[src/rtl/core/event_grouped_weighted_histogram_assert.svh]
// assertion macros for the histogram core
`ifndef EVENT_GROUPED_WEIGHTED_HISTOGRAM_ASSERT_SVH
`define EVENT_GROUPED_WEIGHTED_HISTOGRAM_ASSERT_SVH
`ifndef NO_ASSERTIONS
`define EWH_ASSERT_NEXT(lbl, ante, cons) \
	lbl: assert property (@(posedge clk) disable iff (!arst_n) (ante) |=> (cons)) \
		else $error("ewh: assertion failed");
`define EWH_ASSERT_SAME(lbl, ante, cons) \
	lbl: assert property (@(posedge clk) disable iff (!arst_n) (ante) |-> (cons)) \
		else $error("ewh: assertion failed");
`else
`define EWH_ASSERT_NEXT(lbl, ante, cons)
`define EWH_ASSERT_SAME(lbl, ante, cons)
`endif
`endif

[src/rtl/core/ewh_pkg.sv]
// shared constants and controller/datapath interface types of the histogram core
package ewh_pkg;
	localparam int NUM_BINS_DEF = 64;
	localparam int PEND_DEPTH = 64;
	localparam int PEND_AW = 6;
	localparam int PEND_CW = 7;
	localparam int ADDR_W = 4;

	localparam logic [1:0] OP_FILL = 2'd0;
	localparam logic [1:0] OP_READ = 2'd1;
	localparam logic [1:0] OP_FLUSH = 2'd2;

	localparam logic [1:0] REG_RANGE_LOW = 2'd0;
	localparam logic [1:0] REG_RANGE_HIGH = 2'd1;
	localparam logic [1:0] REG_BIN_SCALE = 2'd2;
	localparam logic [1:0] REG_BINS_IN_USE = 2'd3;

	localparam logic [31:0] RANGE_LOW_RST = 32'h0000_0000;
	localparam logic [31:0] RANGE_HIGH_RST = 32'h7FFF_FFFF;
	localparam logic [31:0] BIN_SCALE_RST = 32'h0001_0000;
	localparam logic [6:0] BINS_IN_USE_RST = 7'd64;

	localparam logic [39:0] PW_MAX = 40'h7F_FFFF_FFFF;
	localparam logic [39:0] PW_MIN = 40'h80_0000_0000;
	localparam logic [63:0] WS_MAX = 64'h7FFF_FFFF_FFFF_FFFF;
	localparam logic [63:0] WS_MIN = 64'h8000_0000_0000_0000;
	localparam logic [62:0] SQ_MAX = 63'h7FFF_FFFF_FFFF_FFFF;

	typedef enum logic [1:0] {
		RES_ZERO,
		RES_FILL,
		RES_READ
	} res_sel_t;

	typedef struct packed {
		logic accept;
		logic set_event;
		logic cm_start;
		logic cm_list_rd;
		logic cm_rd;
		logic cm_wr;
		logic cm_done;
		logic fill_rd;
		logic fill_wr;
		logic read_rd;
		logic clear_wr;
		logic res_load;
		res_sel_t res_sel;
	} cmd_t;

	typedef struct packed {
		logic [1:0] op;
		logic in_ok;
		logic new_event;
		logic cm_more;
		logic clear_last;
		logic out_free;
	} sts_t;
endpackage

[src/rtl/core/ewh_ctrl.sv]
// sequencing state machine of the histogram core
module ewh_ctrl (
	input  logic          clk,
	input  logic          arst_n,
	input  logic          item_valid,
	output logic          item_stall,
	input  ewh_pkg::sts_t sts,
	output ewh_pkg::cmd_t cmd
);
	typedef enum logic [3:0] {
		S_CLEAR,
		S_IDLE,
		S_CALC,
		S_BIN,
		S_DEC,
		S_CM_LIST,
		S_CM_RD,
		S_CM_MUL,
		S_CM_WR,
		S_FILL_RD,
		S_FILL_WR,
		S_READ_RD,
		S_OUT
	} state_t;

	state_t state_q;
	ewh_pkg::res_sel_t res_sel_q;

	assign item_stall = (state_q != S_IDLE);

	always_comb begin
		cmd = '0;
		cmd.res_sel = res_sel_q;
		unique case (state_q)
			S_CLEAR: cmd.clear_wr = 1'b1;
			S_IDLE: cmd.accept = item_valid;
			S_DEC: begin
				if (sts.op == ewh_pkg::OP_FILL) begin
					if (sts.in_ok && sts.new_event) begin
						cmd.set_event = 1'b1;
						cmd.cm_start = 1'b1;
					end
				end else if (sts.op == ewh_pkg::OP_READ || sts.op == ewh_pkg::OP_FLUSH) begin
					cmd.cm_start = 1'b1;
				end
			end
			S_CM_LIST: begin
				if (sts.cm_more) begin
					cmd.cm_list_rd = 1'b1;
				end else begin
					cmd.cm_done = 1'b1;
				end
			end
			S_CM_RD: cmd.cm_rd = 1'b1;
			S_CM_WR: cmd.cm_wr = 1'b1;
			S_FILL_RD: cmd.fill_rd = 1'b1;
			S_FILL_WR: cmd.fill_wr = 1'b1;
			S_READ_RD: cmd.read_rd = 1'b1;
			S_OUT: cmd.res_load = sts.out_free;
			default: ;
		endcase
	end

	always_ff @(posedge clk or negedge arst_n) begin
		if (!arst_n) begin
			state_q <= S_CLEAR;
			res_sel_q <= ewh_pkg::RES_ZERO;
		end else begin
			unique case (state_q)
				S_CLEAR: if (sts.clear_last) state_q <= S_IDLE;
				S_IDLE: if (item_valid) state_q <= S_CALC;
				S_CALC: state_q <= S_BIN;
				S_BIN: state_q <= S_DEC;
				S_DEC: begin
					unique case (sts.op)
						ewh_pkg::OP_FILL: begin
							if (!sts.in_ok) begin
								res_sel_q <= ewh_pkg::RES_ZERO;
								state_q <= S_OUT;
							end else if (sts.new_event) begin
								state_q <= S_CM_LIST;
							end else begin
								state_q <= S_FILL_RD;
							end
						end
						ewh_pkg::OP_READ, ewh_pkg::OP_FLUSH: state_q <= S_CM_LIST;
						default: begin
							res_sel_q <= ewh_pkg::RES_ZERO;
							state_q <= S_OUT;
						end
					endcase
				end
				S_CM_LIST: begin
					if (sts.cm_more) begin
						state_q <= S_CM_RD;
					end else if (sts.op == ewh_pkg::OP_FILL) begin
						state_q <= S_FILL_RD;
					end else if (sts.op == ewh_pkg::OP_READ) begin
						state_q <= S_READ_RD;
					end else begin
						res_sel_q <= ewh_pkg::RES_ZERO;
						state_q <= S_OUT;
					end
				end
				S_CM_RD: state_q <= S_CM_MUL;
				S_CM_MUL: state_q <= S_CM_WR;
				S_CM_WR: state_q <= S_CM_LIST;
				S_FILL_RD: state_q <= S_FILL_WR;
				S_FILL_WR: begin
					res_sel_q <= ewh_pkg::RES_FILL;
					state_q <= S_OUT;
				end
				S_READ_RD: begin
					res_sel_q <= ewh_pkg::RES_READ;
					state_q <= S_OUT;
				end
				S_OUT: if (sts.out_free) state_q <= S_IDLE;
				default: state_q <= S_IDLE;
			endcase
		end
	end
endmodule

[config.mk]
export PLATFORM = sky130hd
export DESIGN_NAME = ewh_ctrl
export DESIGN_NICKNAME = d
export VERILOG_FILES = /design/src/rtl/core/event_grouped_weighted_histogram_assert.svh /design/src/rtl/core/ewh_pkg.sv /design/src/rtl/core/ewh_ctrl.sv
export SDC_FILE = /design/constraint.sdc
export NUM_CORES = 1
export LEC_CHECK = 0
export BUFFER_PORTS_ARGS = -buffer_cell sky130_fd_sc_hd__buf_4
export CORE_MARGIN = 2
export CORE_UTILIZATION = 47
export CTS_CLUSTER_SIZE = 28
export DETAILED_ROUTE_END_ITERATION = 12
export PLACE_DENSITY = 0.86
export SKIP_CTS_REPAIR_TIMING = 1
export SLEW_MARGIN = 15
export SYNTH_ARGS = -nofsm -noshare
export SYNTH_HDL_FRONTEND = slang
export SYNTH_SLANG_ARGS = --single-unit
[constraint.sdc]
create_clock -name clk -period 1.6 [get_ports clk]
set_clock_uncertainty 0.1 [all_clocks]
set_input_delay 0.16 -clock clk [delete_from_list [all_inputs] [get_ports clk]]
set_output_delay 0.16 -clock clk [all_outputs]
set_load 0.02 [all_outputs]
==> metrics.md <==
| Metric | Value |
|---|---|
| Largest net degree at the start of global routing | 17 |
| First drt pass iteration count | 4 |
| CP arrival | 1.44 ns |
| Peak VDD IR | 0.00127 V |
| Post-synthesis register bit count | 6 |
| Ant diodes | 0 |
| Drt wl/cell | 19.6 um |
| # nets final | roughly 150 |
| Netlist Area Pre-Place | 677 um^2 |
| H-tree Lvls | 1 |
| Post-Route WL | 2.95 mm |
| CTS clk-pin slew, worst paths | 0.06 ns |
| Insertion delay to the later sink of the worst-skew pair | roughly 0.26 ns |
| Crit path launch | state_q[0] |
| Synth Net Count | a little over 100 |
| Slowest cell on the critical path | dfrtp_2 |
| Vias per cell | about 6.1 |
| Detailed Place HPWL | 1.44 mm |
| Ys async rst share | 100% |
| Post-Syn Instances | around 90 |
| I/O pin cnt | 25 |
| Area grow syn2layout | 75.8% |
| First-pass GRT wire length | ~3.0 mm |
| Die ar. | around 0.0018 mm^2 |
| Core area | between 0.001 and 0.0015 mm^2 |
| RR Startpoint | state_q[2] |
| Final period util | 106% |
| Final hold vios | 0 |
| GPL Wtd Cong | 0.806 |
| Root buf cell | clkbuf_4 |
| Leak Pwr | between 0.5 and 0.6 nW |
| RSZ-0062 raised after global routing | yes |
| Routed via count | 920 |
| Post-synth EDFFs | 0 |
| Failing checks | setup timing |
| DRC | 0 |
| Pwr per Cell Area | 1790 mW/mm^2 |
| Worst Path Required | 1.34 ns |
| Vias in the first global route | 687 |
| Critical path fanouts, max | 6 |
| Setup Crit Path Kind | register to output pin |
| YS warnings | 0 |
| Setup violators final | 7 |
| CTS tree | done |
| Die Ht | between 40 and 50 um |
| Clk buf depth | 2 |
| Pre-CTS WS | -0.0344 ns |
| CP cell instances | buf_6 > nor2_4 > nand2_1 > nor2_1 > buf_4 |
| Worst setup EP type | output pin |
| Run status | finished, violations left |
| Max transition margin | around 75% |
| Post-route ant nets | 0 |
| PnR worst setup slack | -0.0982 ns |
| Starting Density | 51.4% |
| Max-cap violations | 0 |
| Row count | 13 |
| Max incr delay on CP | 0.44 ns |
| Grt ovf | 0 |
| Hold/Removal Path Class | input pin to async pin |
| Num CTS Buffers | 3 |
| Critical path startpoint category | register |
| Share of layout cells above drive strength 1 | 55.9% |
| PortBufs | 24 |
| Worst Path Buf+Inv | 2 |
| Die W | 42.0 um |
| Fin crit period | 1.70 ns |
| Top_reg_cell synth | dfrtp_1 |
| Count of pins over their slew limit | 0 |
| Final hold slack | 0.156 ns |
| Starting DRT DRC Count | 47 |
| Antenna violations before repair | 0 |
| Synth cell types | 40 |
| Syn Area/Cell | 7.61 um^2 |
| Clock sink count | 6 |
| Delay-heaviest family, CP | flip-flops |
| GRT Util Overall | 21.7% |
| Seq/Total Area, Yosys | 22.2% |
| Worst-Margin Slew | about 0.37 ns |
| Max Freq | approximately 0.59 GHz |
[per-stage QoR]
| step | total power [mW] | util [%] | area (um^2) | TNS [ns] | instances |
|---|---|---|---|---|---|
| 6_report | 2.13 | 90.3 | 1190 | -0.248 | 151 |
| 5_1_grt | 2.23 | 90.3 | 1190 | -0.623 | 151 |
| 4_1_cts | 1.51 | 71.5 | 942 | -1.20 | 135 |
| 3_5_place_dp | 1.36 | 69.8 | 920 | -0.0475 | 132 |
| 3_3_place_gp | 1.32 | 69.8 | 920 | 0 | 132 |
| 2_1_floorplan | 1.00 | - | 683 | 0 | 89 |
[state kept, by name (all words and copies together), names as in the netlist]
signal / count
res_sel_q: 2
state_q: 4
[cell usage after synthesis (2+ instances only)]
| master | count | area share, % |
|---|---|---|
| nor4_1 | 2 | 1.8 |
| ha_1 | 4 | 7.4 |
| nor2_1 | 12 | 6.7 |
| nor3_1 | 3 | 2.2 |
| o21ai_1 | 3 | 2.2 |
| nor2b_1 | 4 | 3.7 |
| inv_1 | 3 | 1.7 |
| or4_1 | 2 | 2.2 |
| dfrtp_1 | 6 | 22 |
| and3_1 | 2 | 1.8 |
| a221oi_1 | 2 | 2.6 |
| nand2b_1 | 6 | 5.5 |
| nand2_1 | 7 | 3.9 |
| o21ai_0 | 2 | 1.5 |
| or3_1 | 2 | 1.8 |
| nand3_1 | 2 | 1.5 |
| a21oi_1 | 2 | 1.5 |
| buf_2 | 3 | 2.2 |
[logic make-up (layout without fill, tap and decap cells)]
kind of cell | after synthesis | count (layout) | synth area share (%)
compound gates | 20 | 20 | 22.0
fa+ha+maj | 4 | 4 | 7.39
buf+inv | 10 | 57 | 7.76
flops | 6 | 6 | 22.2
mux | 2 | 2 | 3.14
simple gates | 47 | 47 | 37.5
[worst reg2reg max path, cell delays in order, from the launching register on]
cell and delay [ns]:
dfrtp_2 0.45, buf_4 0.16, or4_1 0.47, o211a_1 0.15, a32oi_1 0.19
[worst paths after layout]
check / slack [ns] / cells past startpoint / to
hold / removal: 0.16 / 2 / state_q[1]
setup / recovery: -0.1 / 5 / cmd[2]
hold reg to reg: 0.48 / 2 / res_sel_q[1]
max in group asynchronous: 1.11 / 2 / state_q[0]
min in group clk: 0.18 / 4 / state_q[2]
setup reg to reg: -0.01 / 4 / state_q[0]
[area by class of cell]
type / instances / area [um^2]
clock buffer: 3 / 22.5
fill: 59 / 128
inverter: 4 / 15.0
multi-input combinational: 73 / 559
sequential: 6 / 155
tap: 15 / 18.8
timing repair buffer: 50 / 419
[report_power, final]
| part | switching, mW | leakage [nW] | internal, mW | total, mW |
|---|---|---|---|---|
| registers | 0.105 | 0.0727 | 0.224 | 0.330 |
| logic | 0.800 | 0.464 | 0.837 | 1.64 |
| clock network | 0.0766 | 0.0138 | 0.0864 | 0.163 |
| total | 0.981 | 0.550 | 1.15 | 2.13 |
[cell usage in the layout (no fill, tap or decap), types with 2 or more instances in the layout]
cell	instances
ha_1	4
or4_1	2
buf_4	41
inv_1	3
dfrtp_1	2
nor2b_1	3
a221oi_1	2
nand2b_4	3
dfrtp_2	4
and3_4	2
o21ai_0	2
buf_6	5
clkbuf_4	3
nor2_2	2
nor3_2	2
o21ai_1	3
nor2_4	2
nand2_1	6
nand2b_1	2
nor2_1	8
or3_1	2
nand3_1	2
[metal layers]
layer  vias to the layer above  wire length, um  GRT usage [%]
met4                         0              146           5.81
li1                        412                -              -
met3                        17              186           2.61
met5                         -                0              0
met1                       431             1200           28.0
met2                        60             1420           37.8
Note: power is estimated with default switching activity, not from simulation.
