`src/rtl/core/event_grouped_weighted_histogram_assert.svh`:
```
// assertion macros for the histogram core
`ifndef EVENT_GROUPED_WEIGHTED_HISTOGRAM_ASSERT_SVH
`define EVENT_GROUPED_WEIGHTED_HISTOGRAM_ASSERT_SVH
`ifndef NO_ASSERTIONS
`define EWH_ASSERT_NEXT(lbl, ante, cons) \
	lbl: assert property (@(posedge clk) disable iff (!arst_n) (ante) |=> (cons)) \
		else $error("ewh: assertion failed");
`define EWH_ASSERT_SAME(lbl, ante, cons) \
	lbl: assert property (@(posedge clk) disable iff (!arst_n) (ante) |-> (cons)) \
		else $error("ewh: assertion failed");
`else
`define EWH_ASSERT_NEXT(lbl, ante, cons)
`define EWH_ASSERT_SAME(lbl, ante, cons)
`endif
`endif

```
`src/rtl/core/ewh_pkg.sv`:
```
// shared constants and controller/datapath interface types of the histogram core
package ewh_pkg;
	localparam int NUM_BINS_DEF = 64;
	localparam int PEND_DEPTH = 64;
	localparam int PEND_AW = 6;
	localparam int PEND_CW = 7;
	localparam int ADDR_W = 4;

	localparam logic [1:0] OP_FILL = 2'd0;
	localparam logic [1:0] OP_READ = 2'd1;
	localparam logic [1:0] OP_FLUSH = 2'd2;

	localparam logic [1:0] REG_RANGE_LOW = 2'd0;
	localparam logic [1:0] REG_RANGE_HIGH = 2'd1;
	localparam logic [1:0] REG_BIN_SCALE = 2'd2;
	localparam logic [1:0] REG_BINS_IN_USE = 2'd3;

	localparam logic [31:0] RANGE_LOW_RST = 32'h0000_0000;
	localparam logic [31:0] RANGE_HIGH_RST = 32'h7FFF_FFFF;
	localparam logic [31:0] BIN_SCALE_RST = 32'h0001_0000;
	localparam logic [6:0] BINS_IN_USE_RST = 7'd64;

	localparam logic [39:0] PW_MAX = 40'h7F_FFFF_FFFF;
	localparam logic [39:0] PW_MIN = 40'h80_0000_0000;
	localparam logic [63:0] WS_MAX = 64'h7FFF_FFFF_FFFF_FFFF;
	localparam logic [63:0] WS_MIN = 64'h8000_0000_0000_0000;
	localparam logic [62:0] SQ_MAX = 63'h7FFF_FFFF_FFFF_FFFF;

	typedef enum logic [1:0] {
		RES_ZERO,
		RES_FILL,
		RES_READ
	} res_sel_t;

	typedef struct packed {
		logic accept;
		logic set_event;
		logic cm_start;
		logic cm_list_rd;
		logic cm_rd;
		logic cm_wr;
		logic cm_done;
		logic fill_rd;
		logic fill_wr;
		logic read_rd;
		logic clear_wr;
		logic res_load;
		res_sel_t res_sel;
	} cmd_t;

	typedef struct packed {
		logic [1:0] op;
		logic in_ok;
		logic new_event;
		logic cm_more;
		logic clear_last;
		logic out_free;
	} sts_t;
endpackage

```
`src/rtl/core/ewh_regs.sv`:
```
// configuration register file behind the apb port
module ewh_regs (
	input  logic                        clk,
	input  logic                        arst_n,
	input  logic                        psel,
	input  logic                        penable,
	input  logic                        pwrite,
	input  logic [ewh_pkg::ADDR_W-1:0]  paddr,
	input  logic [31:0]                 pwdata,
	output logic [31:0]                 prdata,
	output logic                        pready,
	output logic signed [31:0]          range_low,
	output logic signed [31:0]          range_high,
	output logic [31:0]                 bin_scale,
	output logic [6:0]                  bins_in_use
);
	logic [1:0] reg_idx;
	logic       wr_en;

	assign reg_idx = paddr[3:2];
	assign wr_en = psel && penable && pwrite;
	assign pready = 1'b1;

	always_ff @(posedge clk or negedge arst_n) begin
		if (!arst_n) begin
			range_low <= ewh_pkg::RANGE_LOW_RST;
			range_high <= ewh_pkg::RANGE_HIGH_RST;
			bin_scale <= ewh_pkg::BIN_SCALE_RST;
			bins_in_use <= ewh_pkg::BINS_IN_USE_RST;
		end else if (wr_en) begin
			unique case (reg_idx)
				ewh_pkg::REG_RANGE_LOW: range_low <= pwdata;
				ewh_pkg::REG_RANGE_HIGH: range_high <= pwdata;
				ewh_pkg::REG_BIN_SCALE: bin_scale <= pwdata;
				ewh_pkg::REG_BINS_IN_USE: bins_in_use <= pwdata[6:0];
				default: ;
			endcase
		end
	end

	always_comb begin
		unique case (reg_idx)
			ewh_pkg::REG_RANGE_LOW: prdata = range_low;
			ewh_pkg::REG_RANGE_HIGH: prdata = range_high;
			ewh_pkg::REG_BIN_SCALE: prdata = bin_scale;
			ewh_pkg::REG_BINS_IN_USE: prdata = {25'd0, bins_in_use};
			default: prdata = '0;
		endcase
	end
endmodule

```
`config.mk`:
```
export PLATFORM = sky130hd
export DESIGN_NAME = ewh_regs
export DESIGN_NICKNAME = d
export VERILOG_FILES = /design/src/rtl/core/event_grouped_weighted_histogram_assert.svh /design/src/rtl/core/ewh_pkg.sv /design/src/rtl/core/ewh_regs.sv
export SDC_FILE = /design/constraint.sdc
export NUM_CORES = 1
export LEC_CHECK = 0
export BUFFER_PORTS_ARGS = -buffer_cell sky130_fd_sc_hd__buf_4
export CORE_MARGIN = 5
export CORE_UTILIZATION = 49
export CTS_CLUSTER_SIZE = 20
export DETAILED_ROUTE_END_ITERATION = 6
export HOLD_SLACK_MARGIN = 0.03
export PLACE_DENSITY_LB_ADDON = 0.15
export SLEW_MARGIN = 25
export SYNTH_ARGS = -nofsm -noshare
export SYNTH_HDL_FRONTEND = slang
export SYNTH_SLANG_ARGS = --single-unit
```
`constraint.sdc`:
```
create_clock -name clk -period 2 [get_ports clk]
set_input_delay 0.4 -clock clk [delete_from_list [all_inputs] [get_ports clk]]
set_output_delay 0.4 -clock clk [all_outputs]
set_load 0.005 [all_outputs]
```
==> results of run 1 <==
[stage by stage]
| step | instances | instance area, um2 |
|---|---|---|
| detailed placement | 611 | 6225 |
| floorplan | 320 | 4723 |
| global placement | 611 | 6225 |
| global route | 627 | 6396 |
| finish | 627 | 6396 |
| CTS | 627 | 6392 |
[routing by layer]
metal	share of wire, %	up-vias
met5	0	-
met4	1.6	0
met3	6.6	15
met2	50	107
met1	42	1645
li1	-	1488
[area by class of cell]
cell class,instances,area [um2],area share [%]
inverter,1,3.754,0.05869
multi-input combinational,193,1964,30.71
timing repair buffer,185,1480,23.14
clock inverter,4,32.53,0.5086
sequential,103,2619,40.94
tap,129,161.4,2.523
clock buffer,12,135.1,2.113
[sequential cells by signal, indices dropped and copies added (netlist names)]
register     flops
bin_scale       32
range_high      32
range_low       32
bins_in_use      7
[worst max-delay path by stage]
stage                       endpoint  slack [ps]  cells after the start
after global routing      prdata[12]          70                      5
after floorplan           prdata[10]         270                      6
after detailed placement   prdata[9]          70                      5
final                      prdata[9]         180                      5
after global placement    prdata[16]         110                      5
after CTS                  prdata[9]          70                      5
[power by group]
part / internal [mW] / switching (mW)
sequential: 2.69 / 0.416
combinational: 1.36 / 0.666
clock: 0.460 / 0.680
[critical path: cells and delay by family]
| family | cells | cell delay, ps |
|---|---|---|
| mux | 1 | 210 |
| compound gates | 1 | 100 |
| buf+inv | 3 | 690 |
[cell usage in the layout, fill, tap and decap left out, types with 2 or more instances in the layout]
cell type	netlist	layout
mux2_2	71	71
buf_12	0	7
mux2i_1	25	25
o21ai_0	25	25
mux4_2	7	7
clkbuf_1	6	3
clkinv_4	0	2
buf_4	2	177
dfstp_2	33	33
dfrtp_1	70	70
mux2_4	30	30
clkbuf_8	0	9
nand2_1	25	25
mux2_1	2	2
clkinvlp_4	0	2
[cells by family (layout without fill, tap and decap cells)]
family / count (synthesis) / count (layout) / share of synthesized area, %
AO/OA/AOI/OAI: 25 / 25 / 2.649
buffers and inverters: 24 / 202 / 3.337
flip-flops: 103 / 103 / 55.44
multiplexers: 135 / 135 / 35.58
other: 1 / 1 / 0.07939
AND/OR/NAND/NOR: 32 / 32 / 2.914
==> run summary, run 1 <==
most frequent CP cell -> buf_4
Final Skew -> 0 ps
core area -> 9328 um2
post-layout min period -> 1818 ps
Yosys top cell area share -> 37.09%
number of synthesized flops with an enable pin -> 0
crit-path max cell delay -> 270 ps
fmax -> 550.2 MHz
first-iteration detailed-routing DRC count -> 99
Area contributors post-synth -> dfrtp_1 37%, dfstp_2 18%, mux2_2 17%, mux2_4 9.5%, mux2i_1 5.3%
sequential cell area fraction in the yosys report -> 55.44%
Die Height -> 108.2 um
nets -> 534
Overflow after GRT -> 0
initial antenna violation count -> 0
Mean Syn Cell Area -> 14.76 um2
Final Util -> 68.57%
Gate Count Post-Synth -> 320
Antenna Cells -> 0
Post-Syn Area -> 4723 um2
Clock transition at path regs -> 90 ps
Total GRT Usage -> 20.10%
synth warn -> 0
Most used DFF post-synth -> dfrtp_1
R2R Setup Slk -> 1190 ps
Slew @ Worst Pin -> 533.2 ps
Critical R2R Launch -> range_low[26]
final hold slack -> 93.12 ps
final setup fails -> 0
cell taking the most area after synthesis -> dfrtp_1
DR WL/cell -> 18.54 um
first-pass GRT wire length -> 18340 um
share of post-route cells with drive strength above 1 -> 69.28%
HP Class -> in -> async
Initial Utilization -> 50.64%
dpl hpwl -> 8382 um
Rows -> 35
Pwr Total -> 6.272 mW
die width -> 108.2 um
Post-CTS Resized -> 0
Worst EP arrival -> 1420 ps
max-slew violations -> 0
met3 GRT Util -> 4.299%
Crit Path Class -> in -> out
Crit Path Max Fanout -> 14
endpoint class of the critical path -> primary output
CP cell instances -> buf_4, buf_6, mux2i_1, o21ai_0, buf_4
CP max stage cell -> buf_4
DR vias/cell -> 5.191
met2 global-route usage -> 34.37%
post-route ant nets -> 0
Setup Fix Bufs, Post-CTS -> 0
post-place setup slack -> 70.37 ps
Max Root-Sink Buffers -> 2
Clock Sinks -> 103
worst-skew pair later-pin latency -> 350 ps
Seq cells post-synth -> 103
Worst IR Drop VDD -> 455.0 uV
Reg-to-Reg End -> range_low[26]
Yosys cell types -> 24
Via Count -> 3255
htree depth -> 3
Max Cap Viol -> 0
CTS tree -> done
PwrDens -> 980.5 nW/um2
DR DRC count -> 0
FF-to-FF path depth -> 1
GRT met1 Usage -> 25.55%
filler cell count -> 695
clock root buffer -> clkbuf_8
CP startpoint -> paddr[2]
area growth from synthesis to layout -> 35.42%
pin count of the biggest net entering global routing -> 104
final worst-path cycle share -> 90.88%
final hold violation count -> 0
Post-synth top cells -> 71 x mux2_2, 70 x dfrtp_1, 33 x dfstp_2
setup ws final -> 182.5 ps
CP Launch Type -> input pin
vias in the first global route -> 3414
routability cong. -> 0.7946
Lkg Pwr -> 3.088 nW
die area -> 11700 um2
most frequent cell after synthesis -> mux2_2
Most Crowded Layer GR -> met2
number of detailed-route iterations in the first pass -> 4
TNS Setup -> 0 ps
Worst Path Required -> 1600 ps
share of async-settable or async-resettable flops after synthesis -> 100.0%
Hold-fix buffers, CTS -> 0
status -> completed
Buffers on Ports -> 173
I/O Pins -> 177
Slew HR -> 64.46%
CTS Buf Count -> 9
RSZ-0062 raised after global routing -> no
WL final -> 11620 um
Post-Syn Nets -> 361
No activity file was read; power rests on OpenSTA's default activity.
==> run 2, diff against run 1 <==
ABC_AREA = 1   (was not set)
CORE_UTILIZATION = 50   (was 49)
==> run 2 against run 1 <==
Sequential power shrank 3%. Die area grew 1.1%. Worst setup slack gained 1.4 ps. Clock power grew 37%. Non-clock buffer count shrank 4. Count of clock-buffer cells in the layout shrank 3.
==> run summary, run 2 <==
status -> completed
cell taking the most area after synthesis -> dfrtp_1
final worst-path cycle share -> 90.81% (about the same)
placed cell area -> 6158 um2 (-1.1%)
Total GRT Usage -> 25.08% (+5.0 points)
final hold violation count -> 0 (unchanged)
Clock transition at path regs -> 90 ps (about the same)
DR DRC count -> 0 (unchanged)
number of detailed-route iterations in the first pass -> 4 (unchanged)
Buffers on Ports -> 173 (unchanged)
die area -> 11840 um2 (+1.1%)
Flop pwr share -> 48.4% (-1.1 points)
CP Launch Type -> input pin
R2R Setup Slk -> 1240 ps (+50 ps)
I/O Pins -> 177 (unchanged)
synth warn -> 0 (unchanged)
worst-skew pair later-pin latency -> 350 ps (about the same)
area growth from synthesis to layout -> 31.15%
Lkg Pwr -> 3.535 nW (+14%)
Area contributors post-synth -> dfrtp_1 36%, nand2_1 30%, dfstp_2 18%, nand3_1 4.7%, buf_6 4.6%
pin count of the biggest net entering global routing -> 104 (unchanged)
CTS tree -> done
Worst EP arrival -> 1420 ps (about the same)
post-layout min period -> 1816 ps (-1.419 ps)
max-slew violations -> 0 (unchanged)
Antenna Cells -> 0 (unchanged)
number of synthesized flops with an enable pin -> 0 (unchanged)
cell area after layout -> 6401 um2 (about the same)
Via Count -> 4509 (+39%)
Clock Sinks -> 103 (unchanged)
Final Skew -> 0 ps (unchanged)
commonest cells after routing, fill and taps aside -> 394 x nand2_1, 178 x buf_4, 70 x dfrtp_1, 46 x nand3_1, 33 x dfstp_2
Gate Count Post-Synth -> 600 (+88%)
Seq cells post-synth -> 103 (unchanged)
CP max stage cell -> inv_4
CP cell instances -> buf_4, inv_6, nand2_8, inv_4, nand2_1, nand3_1, buf_4
PwrDens -> 969.2 nW/um2 (-1.2%)
Reg-to-Reg End -> bin_scale[16]
Setup Fix Bufs, Post-CTS -> 0 (unchanged)
post-place setup slack -> 179.7 ps (+109.4 ps)
most common cell after layout, fill and taps aside -> nand2_1
Post-CTS Resized -> 0 (unchanged)
initial antenna violation count -> 0 (unchanged)
core area -> 9639 um2 (+3.3%)
Clock power frac -> 25.2% (+7.0 points)
filler cell count -> 845 (+22%)
sequential cell area fraction in the yosys report -> 53.65% (-1.8 points)
DR vias/cell -> 5.010 (-3.5%)
share of async-settable or async-resettable flops after synthesis -> 100.0% (unchanged)
share of post-route cells with drive strength above 1 -> 32.33% (-37 points)
dpl hpwl -> 9413 um (+12%)
HP Class -> in -> async
Initial Utilization -> 50.64% (about the same)
internal power -> 4.364 mW (-3.2%)
CTS Buf Count -> 9 (unchanged)
Yosys top cell area share -> 35.89% (-1.2 points)
Post-Syn Nets -> 641 (+78%)
clock root buffer -> clkbuf_8
fmax -> 550.6 MHz (about the same)
final hold slack -> 86.05 ps (-7.075 ps)
Hold-fix buffers, CTS -> 0 (unchanged)
vias in the first global route -> 4494 (+32%)
Slew @ Worst Pin -> 533.5 ps (+0.3293 ps)
Post-Syn Area -> 4881 um2 (+3.3%)
FF-to-FF path depth -> 2 (+1)
Sw Ratio -> 29.67% (+1.6 points)
Worst IR Drop VDD -> 481.6 uV (+5.8%)
Worst Path Required -> 1600 ps (about the same)
Overflow after GRT -> 0 (unchanged)
Max Cap Viol -> 0 (unchanged)
Rows -> 36 (+2.9%)
first-pass GRT wire length -> 23180 um (+26%)
RSZ-0062 raised after global routing -> no
Crit Path Max Fanout -> 26 (+12)
TNS Setup -> 0 ps (unchanged)
Max Root-Sink Buffers -> 2 (unchanged)
DR WL/cell -> 15.84 um (-15%)
Mean Syn Cell Area -> 8.135 um2 (-45%)
biggest regs -> bin_scale: 32 flops, range_high: 32 flops, range_low: 32 flops
most frequent cell after synthesis -> nand2_1
crit-path max cell delay -> 270 ps (about the same)
Switch Pwr -> 1.840 mW (+4.5%)
setup ws final -> 183.9 ps (+1.419 ps)
Critical R2R Launch -> bin_scale[16]
WL final -> 14250 um (+23%)
Final Util -> 66.41% (-2.2 points)
first-iteration detailed-routing DRC count -> 319 (+220%)
routability cong. -> 0.8339 (+4.9%)
Die Height -> 108.8 um (+0.57%)
nets -> 803 (+50%)
Slew HR -> 64.43% (about the same)
post-route ant nets -> 0 (unchanged)
Post-synth top cells -> 394 x nand2_1, 70 x dfrtp_1, 46 x nand3_1
htree depth -> 3 (unchanged)
endpoint class of the critical path -> primary output
Most used DFF post-synth -> dfrtp_1
Crit Path Class -> in -> out
final setup fails -> 0 (unchanged)
Yosys cell types -> 20 (-17%)
Combinational Power Share -> 26.4% (-6.0 points)
die width -> 108.8 um (+0.57%)
most frequent CP cell -> buf_4
[run 2: cell count changes in the layout (fill, tap and decap cells not counted), moves of 25 or more]
cell / change
mux2_2: -71
mux2_4: -30
mux2i_1: -25
nand2_1: +369
nand3_1: +45
o21ai_0: -25
[run 2: power groups by stage]
stage                     sequential (mW)  clock (mW)  combinational [mW]
final                                3.00        1.56                1.64
after global routing                 3.06        1.69                1.84
after CTS                            3.00        1.59                1.67
after detailed placement             3.03           0                1.67
after global placement               3.01           0                1.62
after floorplan                      2.98           0               0.558
[run 2: area by class of cell]
| cell class | count | area (um2) | area share (%) |
|---|---|---|---|
| clock inverters | 7 | 118.9 | 1.857 |
| repair buffers | 181 | 1396 | 21.81 |
| flip-flops and latches | 103 | 2619 | 40.91 |
| clock buffers | 9 | 123.9 | 1.935 |
| well taps | 133 | 166.4 | 2.600 |
| inverters | 6 | 37.54 | 0.5864 |
| multi-input cells | 461 | 1939 | 30.30 |
[run 2: critical path, delay by kind of cell]
| kind | cells | cell delay [ps] |
|---|---|---|
| buffers and inverters | 4 | 730 |
| AND/OR/NAND/NOR | 3 | 260 |
[run 2: cell families after synthesis]
logic type | Yosys count | share of synthesized area, %
and+or+nand+nor | 460 | 39.66
DFF | 103 | 53.65
other | 1 | 0.07683
buffers and inverters | 36 | 6.614
[run 2: worst max-delay path by stage]
stage | startpoint | end | slack [ps] | cells after the start
floorplan | paddr[2] | prdata[10] | 530 | 7
global placement | paddr[3] | prdata[19] | 190 | 7
detailed placement | paddr[3] | prdata[19] | 180 | 7
CTS | paddr[3] | prdata[19] | 190 | 7
global route | paddr[3] | prdata[18] | 80 | 7
finish | paddr[3] | prdata[11] | 180 | 7
[run 2: stage by stage]
stage | power, mW | std cells
final | 6.204 | 900
after floorplan | 3.540 | 600
after detailed placement | 4.698 | 884
after global routing | 6.589 | 900
after global placement | 4.632 | 884
after CTS | 6.256 | 900
[run 2: layer usage]
layer / share of wire (%) / global-route usage (%) / vias to the layer above
met1: 42 / 32.88 / 2143
li1: - / - / 2169
met5: 0 / 0 / -
met4: 0.84 / 7.394 / 0
met3: 8.5 / 5.743 / 12
met2: 49 / 41.70 / 185
